## src/rtl/core/lru_pkg.sv

```systemverilog
// Shared types and fixed widths for the LRU cache lookup block.
`timescale 1ns / 1ps
`default_nettype none

package lru_pkg;

    localparam int KEY_W       = 32;
    localparam int OUT_VALUE_W = 32;
    localparam int CAP_W       = 4;

    localparam logic [CAP_W-1:0] CAP_RESET = 4'd2;

    // Per-cell status seen by the chain controller
    typedef struct packed {
        logic valid;
        logic match;
    } lru_stat_t;

endpackage

`default_nettype wire

```

## src/rtl/core/lru_cache_lookup.sv

```systemverilog
// Top level of the LRU cache lookup: recency-ordered cell chain and result register.
`timescale 1ns / 1ps
`default_nettype none

// Fully associative LRU cache built as a chain of cells kept in recency order:
// cell 0 holds the most recent entry and valid cells always fill the chain from
// the front. Each request is looked up against every cell in the cycle it is
// accepted; the chain then shifts by one place up to the hit cell (hit), up to
// the last valid cell (insert with eviction) or one past it (plain insert), and
// the request's entry lands in cell 0. One request is taken per clock while
// results are taken; key compare and chain shift both act on acceptance.
// The result sits in an output register, so a new request is taken while a
// result waits as long as that result is taken in the same cycle. Write the
// capacity only while idle; 0 acts as 1 and values above MAX_ENTRIES act as
// MAX_ENTRIES. No clearing pass follows reset.
module lru_cache_lookup #(
    parameter int MAX_ENTRIES = 8,
    parameter int VALUE_BITS  = 32
) (
    input  wire logic                                   aclk,
    input  wire logic                                   aresetn,

    input  wire logic                                   cfg_valid,
    output logic                                        cfg_ready,
    input  wire logic        [lru_pkg::CAP_W-1:0]       cfg_capacity,

    input  wire logic                                   s_valid,
    output logic                                        s_ready,
    input  wire logic signed [lru_pkg::KEY_W-1:0]       s_key,
    input  wire logic                                   s_fill_present,
    input  wire logic        [lru_pkg::OUT_VALUE_W-1:0] s_fill_value,

    output logic                                        m_valid,
    input  wire logic                                   m_ready,
    output logic                                        m_hit,
    output logic                                        m_found,
    output logic             [lru_pkg::OUT_VALUE_W-1:0] m_value,
    output logic                                        m_evicted,
    output logic signed      [lru_pkg::KEY_W-1:0]       m_evicted_key
);

    localparam int CW = $clog2(MAX_ENTRIES + 1);

    logic [lru_pkg::CAP_W-1:0]  cap_reg;
    logic [CW-1:0]              cap_eff;
    logic [CW-1:0]              count_reg;
    logic [CW-1:0]              count_next;

    lru_pkg::lru_stat_t         stat [MAX_ENTRIES];
    logic [lru_pkg::KEY_W-1:0]  cell_key [MAX_ENTRIES];
    logic [VALUE_BITS-1:0]      cell_val [MAX_ENTRIES];
    logic                       d_valid_w [MAX_ENTRIES];
    logic [lru_pkg::KEY_W-1:0]  d_key_w [MAX_ENTRIES];
    logic [VALUE_BITS-1:0]      d_val_w [MAX_ENTRIES];

    logic [MAX_ENTRIES-1:0]     valid_vec;
    logic [MAX_ENTRIES-1:0]     match_vec;
    logic [MAX_ENTRIES-1:0]     last_vec;
    logic [MAX_ENTRIES-1:0]     ins_span;
    logic [MAX_ENTRIES-1:0]     upto_hit;
    logic [MAX_ENTRIES-1:0]     load_vec;

    logic                       accept;
    logic                       hit_any;
    logic                       evict;
    logic                       insert;
    logic [VALUE_BITS-1:0]      hit_value;
    logic [VALUE_BITS-1:0]      fill_st;
    logic [VALUE_BITS-1:0]      head_value;
    logic [lru_pkg::KEY_W-1:0]  evict_key;
    logic [63:0]                fill_wide;
    logic [63:0]                head_wide;

    logic                             m_valid_reg;
    logic                             m_hit_reg;
    logic                             m_found_reg;
    logic [lru_pkg::OUT_VALUE_W-1:0]  m_value_reg;
    logic                             m_evicted_reg;
    logic [lru_pkg::KEY_W-1:0]        m_evicted_key_reg;

    // Configuration
    assign cfg_ready = 1'b1;

    always_ff @(posedge aclk) begin
        if (!aresetn) begin
            cap_reg <= lru_pkg::CAP_RESET;
        end else if (cfg_valid) begin
            cap_reg <= cfg_capacity;
        end
    end

    always_comb begin
        if (cap_reg == '0) begin
            cap_eff = CW'(1);
        end else if (32'(cap_reg) > 32'(MAX_ENTRIES)) begin
            cap_eff = CW'(MAX_ENTRIES);
        end else begin
            cap_eff = CW'(cap_reg);
        end
    end

    // Cell chain
    for (genvar g = 0; g < MAX_ENTRIES; g++) begin : g_cell
        if (g == 0) begin : g_head
            assign d_valid_w[g] = 1'b1;
            assign d_key_w[g]   = s_key;
            assign d_val_w[g]   = head_value;
        end else begin : g_link
            assign d_valid_w[g] = stat[g-1].valid;
            assign d_key_w[g]   = cell_key[g-1];
            assign d_val_w[g]   = cell_val[g-1];
        end

        lru_cell #(
            .VALUE_BITS (VALUE_BITS)
        ) u_cell (
            .aclk      (aclk),
            .aresetn   (aresetn),
            .load      (load_vec[g]),
            .d_valid   (d_valid_w[g]),
            .d_key     (d_key_w[g]),
            .d_value   (d_val_w[g]),
            .probe_key (s_key),
            .stat      (stat[g]),
            .q_key     (cell_key[g]),
            .q_value   (cell_val[g])
        );

        assign valid_vec[g] = stat[g].valid;
        assign match_vec[g] = stat[g].match;
    end

    // Lookup
    assign accept    = s_valid && s_ready;
    assign hit_any   = |match_vec;
    assign last_vec  = valid_vec & ~(valid_vec >> 1);
    assign ins_span  = (valid_vec << 1) | MAX_ENTRIES'(1);
    assign evict     = (count_reg >= cap_eff) || (count_reg == CW'(MAX_ENTRIES));
    assign insert    = !hit_any && s_fill_present;

    assign fill_wide  = {32'b0, s_fill_value};
    assign fill_st    = fill_wide[VALUE_BITS-1:0];
    assign head_value = hit_any ? hit_value : fill_st;
    assign head_wide  = 64'(head_value);

    always_comb begin
        logic seen;
        hit_value = '0;
        evict_key = '0;
        seen      = 1'b0;
        for (int i = 0; i < MAX_ENTRIES; i++) begin
            if (match_vec[i]) begin
                hit_value = hit_value | cell_val[i];
            end
            if (last_vec[i]) begin
                evict_key = evict_key | cell_key[i];
            end
        end
        // cells at or in front of the hit cell move
        for (int i = MAX_ENTRIES - 1; i >= 0; i--) begin
            seen        = seen | match_vec[i];
            upto_hit[i] = seen;
        end
    end

    always_comb begin
        load_vec = '0;
        if (accept) begin
            if (hit_any) begin
                load_vec = upto_hit;
            end else if (s_fill_present) begin
                load_vec = evict ? valid_vec : ins_span;
            end
        end
    end

    assign count_next = (accept && insert && !evict) ? count_reg + CW'(1) : count_reg;

    always_ff @(posedge aclk) begin
        if (!aresetn) begin
            count_reg <= '0;
        end else begin
            count_reg <= count_next;
        end
    end

    // Result register
    assign s_ready = !m_valid_reg || m_ready;

    always_ff @(posedge aclk) begin
        if (!aresetn) begin
            m_valid_reg <= 1'b0;
        end else if (s_ready) begin
            m_valid_reg <= s_valid;
        end
    end

    always_ff @(posedge aclk) begin
        if (accept) begin
            m_hit_reg         <= hit_any;
            m_found_reg       <= hit_any || s_fill_present;
            m_value_reg       <= (hit_any || s_fill_present) ?
                                 head_wide[lru_pkg::OUT_VALUE_W-1:0] : '0;
            m_evicted_reg     <= insert && evict;
            m_evicted_key_reg <= (insert && evict) ? evict_key : '0;
        end
    end

    assign m_valid       = m_valid_reg;
    assign m_hit         = m_hit_reg;
    assign m_found       = m_found_reg;
    assign m_value       = m_value_reg;
    assign m_evicted     = m_evicted_reg;
    assign m_evicted_key = m_evicted_key_reg;

    // Checks
    a_count_tracks_valid: assert property (@(posedge aclk) disable iff (!aresetn)
        count_reg == CW'($countones(valid_vec)))
        else $error("occupancy count out of step with valid cells");

    a_valid_packed: assert property (@(posedge aclk) disable iff (!aresetn)
        (valid_vec & (valid_vec + MAX_ENTRIES'(1))) == '0)
        else $error("valid cells not packed at the front of the chain");

    a_single_match: assert property (@(posedge aclk) disable iff (!aresetn)
        $onehot0(match_vec))
        else $error("key held in more than one cell");

    a_hit_keeps_count: assert property (@(posedge aclk) disable iff (!aresetn)
        accept && hit_any |=> $stable(count_reg))
        else $error("hit changed occupancy");

    a_evict_is_insert: assert property (@(posedge aclk) disable iff (!aresetn)
        m_valid_reg && m_evicted_reg |-> m_found_reg && !m_hit_reg)
        else $error("eviction reported on a beat that was not an insert");

endmodule

`default_nettype wire

```

## src/rtl/core/lru_cell.sv

```systemverilog
// One entry of the recency-ordered chain: holds key and value, compares the probe key.
`timescale 1ns / 1ps
`default_nettype none

module lru_cell #(
    parameter int VALUE_BITS = 32
) (
    input  wire logic                          aclk,
    input  wire logic                          aresetn,
    input  wire logic                          load,
    input  wire logic                          d_valid,
    input  wire logic [lru_pkg::KEY_W-1:0]     d_key,
    input  wire logic [VALUE_BITS-1:0]         d_value,
    input  wire logic [lru_pkg::KEY_W-1:0]     probe_key,
    output lru_pkg::lru_stat_t                 stat,
    output logic      [lru_pkg::KEY_W-1:0]     q_key,
    output logic      [VALUE_BITS-1:0]         q_value
);

    logic                        valid_reg;
    logic [lru_pkg::KEY_W-1:0]   key_reg;
    logic [VALUE_BITS-1:0]       value_reg;

    always_ff @(posedge aclk) begin
        if (!aresetn) begin
            valid_reg <= 1'b0;
        end else if (load) begin
            valid_reg <= d_valid;
        end
    end

    always_ff @(posedge aclk) begin
        if (load) begin
            key_reg   <= d_key;
            value_reg <= d_value;
        end
    end

    assign stat.valid = valid_reg;
    assign stat.match = valid_reg && (key_reg == probe_key);
    assign q_key      = key_reg;
    assign q_value    = value_reg;

endmodule

`default_nettype wire
```

## config.mk

```make
export PLATFORM = sky130hd
export DESIGN_NAME = lru_cache_lookup
export DESIGN_NICKNAME = d
export VERILOG_FILES = /design/src/rtl/core/lru_pkg.sv /design/src/rtl/core/lru_cache_lookup.sv /design/src/rtl/core/lru_cell.sv
export SDC_FILE = /design/constraint.sdc
export NUM_CORES = 1
export LEC_CHECK = 0
export BUFFER_PORTS_ARGS = -buffer_cell sky130_fd_sc_hd__buf_2
export CAP_MARGIN = 20
export CORE_UTILIZATION = 45
export CTS_BUF_LIST = sky130_fd_sc_hd__clkbuf_4
export DETAILED_ROUTE_END_ITERATION = 12
export GPL_ROUTABILITY_DRIVEN = 0
export PLACE_DENSITY_LB_ADDON = 0.15
export REMOVE_ABC_BUFFERS = 1
export SLEW_MARGIN = 20
export SYNTH_ARGS = -nofsm -noshare
export SYNTH_HDL_FRONTEND = slang
export SYNTH_SLANG_ARGS = --single-unit
```

## constraint.sdc

```tcl
create_clock -name aclk -period 8.4 [get_ports aclk]
set_clock_uncertainty 0.15 [all_clocks]
set_input_delay 0.84 -clock aclk [delete_from_list [all_inputs] [get_ports aclk]]
set_output_delay 0.84 -clock aclk [all_outputs]
set_load 0.05 [all_outputs]
```

==> results of run 1 <==
## cell families after synthesis
| group | after synthesis | share of synthesized area [%] |
|---|---|---|
| AOI/OAI and AO/OA | 334 | 10.5 |
| other | 1 | 0.0147 |
| xor gates and xnor gates | 256 | 8.94 |
| DFF | 596 | 69.7 |
| adders and majority gates | 6 | 0.295 |
| muxes | 30 | 1.28 |
| buffers and inverters | 143 | 2.86 |
| and+or+nand+nor | 269 | 6.36 |
## cell usage after synthesis (all sizes together), types with 9 or more instances
cell    count
o21ai      10
nor4       28
nand3      28
a22oi     102
clkbuf     52
nor2       17
a221oi     62
o21a       14
and3        9
o2111a     16
xnor2     174
o211a      15
a31oi      21
nand2      27
nand4     108
edfxtp    579
nor3       14
inv        30
buf        60
dfxtp      17
mux2i       9
a22o       60
a21oi      19
xor2       82
and2       18
mux2       21
## path summary, 6_finish.rpt
check / start / to / slack [ps] / cells after the start
worst max-delay path: s_key[11] / g_cell[1].u_cell.q_value[9] / 2990 / 10
worst min register to register: g_cell[1].u_cell.q_value[0] / g_cell[2].u_cell.q_value[0] / 260 / 0
worst min-delay path: s_key[2] / g_cell[0].u_cell.q_key[2] / 90 / 1
worst max register to register: g_cell[3].u_cell.q_key[14] / g_cell[1].u_cell.q_value[9] / 3200 / 8
## worst max-delay path: cells and delay by family
kind,cells,cell delay (ps)
buffers and inverters,4,2460
AND/OR/NAND/NOR,4,1720
AO/OA/AOI/OAI,1,610
XOR/XNOR,1,280
## area by class of cell
class	count	area (µm²)
timing repair buffer	240	1630
fill	4693	25900
clock inverter	37	280
antenna	3	7.51
clock buffer	228	1710
sequential	596	17700
inverter	31	119
tap	748	936
multi-input combinational	896	7100
## per-layer routing
metal  track usage [%]  up-vias
li1                  -     7173
met1              38.7     8551
met2              41.7     1001
met3              7.06      167
met4              11.1        8
met5                 0        -
## power groups by stage
stage	Combinational (mW)	Sequential (mW)	Clock, mW
finish	0.372	3.30	2.61
global route	0.389	3.30	2.80
CTS	0.369	3.30	2.65
detailed placement	0.344	3.37	0
global placement	0.340	3.37	0
floorplan	0.128	3.43	0
==> results.md, run 1 <==
* Crit start category: primary input
* Final Non-Filler Cells at 2,779
* Commonest cells after routing, fill and taps aside: edfxtp_1 (579), clkbuf_4 (228), xnor2_1 (174), buf_2 (142), nand4_1 (107)
* Placed inst area at 26,900 µm²
* Worst vdd ir at 0.101 mV
* CTS Buf Count at ~160
* Worst hold slack at around 87 ps
* Yosys reg bits at 596
* Crit path required time at 8920 ps
* Die area at around 57,000 µm²
* Port Buf Inserts at around 140
* Comb pwr share at 5.9%
* TNS Setup at 0 ps
* Wire length per cell at 28.3 µm
* Relative max-transition margin at between 30% and 40%
* Synthesized area at 25,400 µm²
* Core Box Area at 55,400 µm²
* Drt first pass iters at 5
* Cts repair resizes at 0
* Deepest clock path buffer count at 3
* Die Span Y at 240 µm
* Total grt overflow at 0
* Initial DRC count at 2,167
* Async set-reset flop share out of synthesis at 0%
* Fin area at 29,500 µm²
* Lkg Pwr at 9.84 nW
* Syn-to-layout area delta at 16.1%
* Synth top area share at 68.4%
* Vias per inst at 6.08
* H-tree levels at 4
* Sw Share at 24.3%
* Post-Synthesis Cells at 1,635
* Routed Antenna Nets at 0
* Antenna violations before repair at 7
* Share of cells above drive strength 1 at 24.0%
* Slew @ Worst Pin at 1040 ps
* Via count at between 15,000 and 20,000
* DRC at 0
* Syn_area_per_cell at 15.6 µm²
* CTS Root Buffer Type: clkbuf_4
* CTS clk-pin slew, worst paths at 60 ps
* Count of flip-flops with a built-in enable after synthesis at a little under 600
* Internal power at between 4 and 5 mW
* Endpoint type of the worst setup path: flip-flop
* Most common cell after layout, fill and taps aside: edfxtp_1
* WP data arrival at between 5000 and 6000 ps
* Global-route wire length before repair at 114,000 µm
* Sequential share of the synthesized area at a little over two thirds
* Largest net degree at the start of global routing at 76
* Main area contributors after synthesis: edfxtp_1 (68%), xnor2_1 (6.0%), a22oi_1 (3.0%)
* CP max FO at 36
* Worst-Skew Late Latency at a little over 1000 ps
* Slew Limit Fails at 0
* Utilization after layout at 53.3%
* CTS tree: yes
* Detailed placement HPWL at 48,200 µm
* Max layer used: met5
* Achievable Freq at roughly 180 MHz
* Vias in the first global route at 16,793
* Min-Delay Path Class: in -> reg
* Register share of total power at a little over half
* Post-Route M1 WL at 32,700 µm
* Clock share of power at between 40% and 50%
* Setup Viol. Count Final at 0
* Top_reg_cell synth: edfxtp_1
* PD cells at 213 nW/µm²
* Post-CTS setup buffers at 0
* Die width at 240 µm
* Met2 WL at 35,700 µm
* Largest stage delay on the critical path at 980 ps
* WL final at 78,600 µm
* CP cell instances: dlygate4sd3_1 > buf_2 > xor2_1 > nor4_1 > and3_1 > and3_1 > or2_2 > o41ai_1 > clkinv_2 > buf_4
* Psw at 1.53 mW
* Met3 wire len at 7730 µm
* Critical path class: in -> reg
* Largest area contributor in the netlist: edfxtp_1
* Final setup margin at 2990 ps
* Placed cells at roughly 2,500
* Period utilisation layout at 64.4%
* CTS Sinks at ~600
* Final worst path period need at 5410 ps
* Max-cap violations at 0
* Synthesis Warnings at 0
* Final #Nets at 2,002
* RSZ-0062 raised after global routing: false
* Status: complete, no violations
* Setup WS pre-CTS at 2520 ps
* Tot Pwr at 6.29 mW
* IO Pins at 144
* Starting density of the core at a little under half
* Most Frequent Cell on Critical Path: and3_1
* CP max-delay cell: clkinv_2
* Synth cell types at 56
* Gr usage total at 27.8%
* Cts hold-fix bufs at 61
* Fin. Hold Viols at 0
* Site Rows at 86
No activity file was read; power rests on OpenSTA's default activity.
==> run 2, diff against run 1 <==
==> constraint.sdc (replaced) <==
create_clock -name aclk -period 4.5 [get_ports aclk]
set_clock_uncertainty 0.15 [all_clocks]
set_input_delay 0.45 -clock aclk [delete_from_list [all_inputs] [get_ports aclk]]
set_output_delay 0.45 -clock aclk [all_outputs]
set_load 0.05 [all_outputs]
==> results.md, run 2 (synthesis results as in run 1) <==
* Comb pwr share at 6.1% (+0.2 points)
* Final #Nets at 2,060 (+2.9%)
* Crit path launch: g_cell[7].u_cell.q_key[21]
* Crit path required time at 5090 ps (-3830 ps)
* Most common cell after layout, fill and taps aside: edfxtp_1
* Wire length per cell at 28.3 µm (+0.13%)
* Achievable Freq at 267 MHz
* Gr usage total at 28.6% (+0.79 points)
* Final setup margin at 750 ps (-2240 ps)
* Port Buf Inserts at 142 (unchanged)
* Placed cells at 2,479 (+1.2%)
* Fin area at 30,200 µm² (+2.5%)
* DRC at 0 (unchanged)
* Drt first pass iters at 5 (unchanged)
* Placed inst area at 27,300 µm² (+1.6%)
* Antenna violations before repair at 2 (-5)
* CTS Root Buffer Type: clkbuf_4
* Setup WS pre-CTS at 699 ps (-1820 ps)
* RSZ-0062 raised after global routing: false
* Relative max-transition margin at 49.6% (+19 points)
* Sw Share at 24.8% (+0.49 points)
* Max-cap violations at 0 (unchanged)
* Psw at 2.92 mW (+91%)
* WP data arrival at 4340 ps (-1590 ps)
* Syn-to-layout area delta at 18.9%
* Commonest cells after routing, fill and taps aside: edfxtp_1 (579), clkbuf_4 (229), xnor2_1 (174), buf_2 (142), nand4_1 (107)
* Clock share of power at 41.6% (about the same)
* Final Non-Filler Cells at 2,854 (+2.7%)
* CTS Buf Count at 161 (+2.5%)
* Total grt overflow at 0 (unchanged)
* Initial DRC count at 2,273 (+4.9%)
* Worst vdd ir at 0.205 mV (+100%)
* FF-to-FF setup slack at 750 ps (-2450 ps)
* WL final at 80,800 µm (+2.8%)
* RR Startpoint: g_cell[7].u_cell.q_key[21]
* Site Rows at 86 (unchanged)
* IO Pins at 144 (unchanged)
* Deepest clock path buffer count at 3 (unchanged)
* CTS tree: yes
* Endpoint type of the worst setup path: flip-flop
* Die Span Y at 240 µm (unchanged)
* Worst-Skew Late Latency at 1020 ps (about the same)
* Setup Viol. Count Final at 0 (unchanged)
* Starting density of the core at 45.9% (unchanged)
* TNS Setup at 0 ps (unchanged)
* Lkg Pwr at 10.2 nW (+3.5%)
* Register share of total power at 52.3% (-0.2 points)
* Die area at 57,500 µm² (unchanged)
* H-tree levels at 4 (unchanged)
* Crit start category: flip-flop
* Slew @ Worst Pin at 754 ps (-285 ps)
* Hold Path Origin: s_fill_value[12]
* Die width at 240 µm (unchanged)
* Slew Limit Fails at 0 (unchanged)
* Period utilisation layout at a little over four fifths
* Final worst path period need at approximately 3700 ps
* Vias per inst at 6.01 (-1.1%)
* Routed Antenna Nets at 0 (unchanged)
* Core Box Area at 55,400 µm² (unchanged)
* CTS Sinks at 596 (unchanged)
* Fin. Hold Viols at 0 (unchanged)
* Vias in the first global route at 17,278 (+2.9%)
* Share of cells above drive strength 1 at 24.6% (+0.68 points)
* CP max FO at 24 (-33%)
* Worst hold slack at 131 ps (+43.2 ps)
* Fillers at 4,560 (-2.8%)
* Via count at 17,162 (+1.6%)
* PD cells at 390 nW/µm² (+83%)
* Detailed placement HPWL at 50,000 µm (+3.8%)
* Utilization after layout at 54.6% (+1.3 points)
* Tot Pwr at 11.8 mW (+88%)
* Critical path class: reg -> reg
* Internal power at 8.88 mW (+86%)
* Largest net degree at the start of global routing at 48 (-37%)
* Status: complete, no violations
* Min-Delay Path Class: in -> reg
* Global-route wire length before repair at 117,000 µm (+2.3%)
* CTS clk-pin slew, worst paths at 60 ps (about the same)
-- run 2: changes by cell type in the layout (fill, tap and decap cells not counted), moves of 2 or more --
cell,delta
buf_12,+20
buf_4,+12
clkinv_1,+16
clkinv_2,+6
clkinvlp_4,-4
dlygate4sd3_1,+25
inv_2,+4
nor2b_2,-2
nor2b_4,+2
-- run 2: critical path, cell delays in order, from the launching register on --
cell,delay [ps]
edfxtp_1,430
xnor2_1,470
nand4_1,330
nor4_1,340
and4_1,630
nor4_1,190
nand4_4,200
buf_12,210
mux2_2,370
and2_1,140
-- run 2: path summary, 6_finish.rpt --
kind,end,cells after the start
worst max register to register,m_value[29],9
worst max-delay path,m_value[29],9
worst min-delay path,g_cell[0].u_cell.q_value[12],3
worst min register to register,g_cell[6].u_cell.q_value[14],0
-- run 2: metal layers --
metal / global-route usage [%] / part of all wire, % / vias to the layer above
met3: 8.03 / 11 / 133
li1: - / - / 7310
met4: 9.71 / 2.3 / 0
met2: 42.4 / 45 / 1095
met5: 0 / 0 / -
met1: 40.4 / 42 / 8624
-- run 2: area by class of cell --
type,instances,area (µm²),area share [%]
Timing Repair Buffer,294,2320,7.66
Clock inverter,56,309,1.02
Multi-Input combinational cell,896,7100,23.5
Sequential cell,596,17700,58.6
Inverter,31,118,0.389
Tap cell,748,936,3.10
Antenna cell,4,10.0,0.0331
Clock buffer,229,1720,5.69
-- run 2: power groups by stage --
stage          Sequential (mW)  Combinational [mW]  Clock (mW)
6_report                  6.17               0.719        4.91
5_1_grt                   6.17               0.754        5.29
4_1_cts                   6.17               0.711        4.99
3_5_place_dp              6.29               0.648           0
3_3_place_gp              6.29               0.646           0
2_1_floorplan             6.40               0.239           0
-- run 2: timing repair --
action | in CTS | in global routing
gates resized for setup | 0 | 0
setup buffers | 0 | 0
hold buffers | 86 | 0
endpoints found under the hold margin | 164 | 0
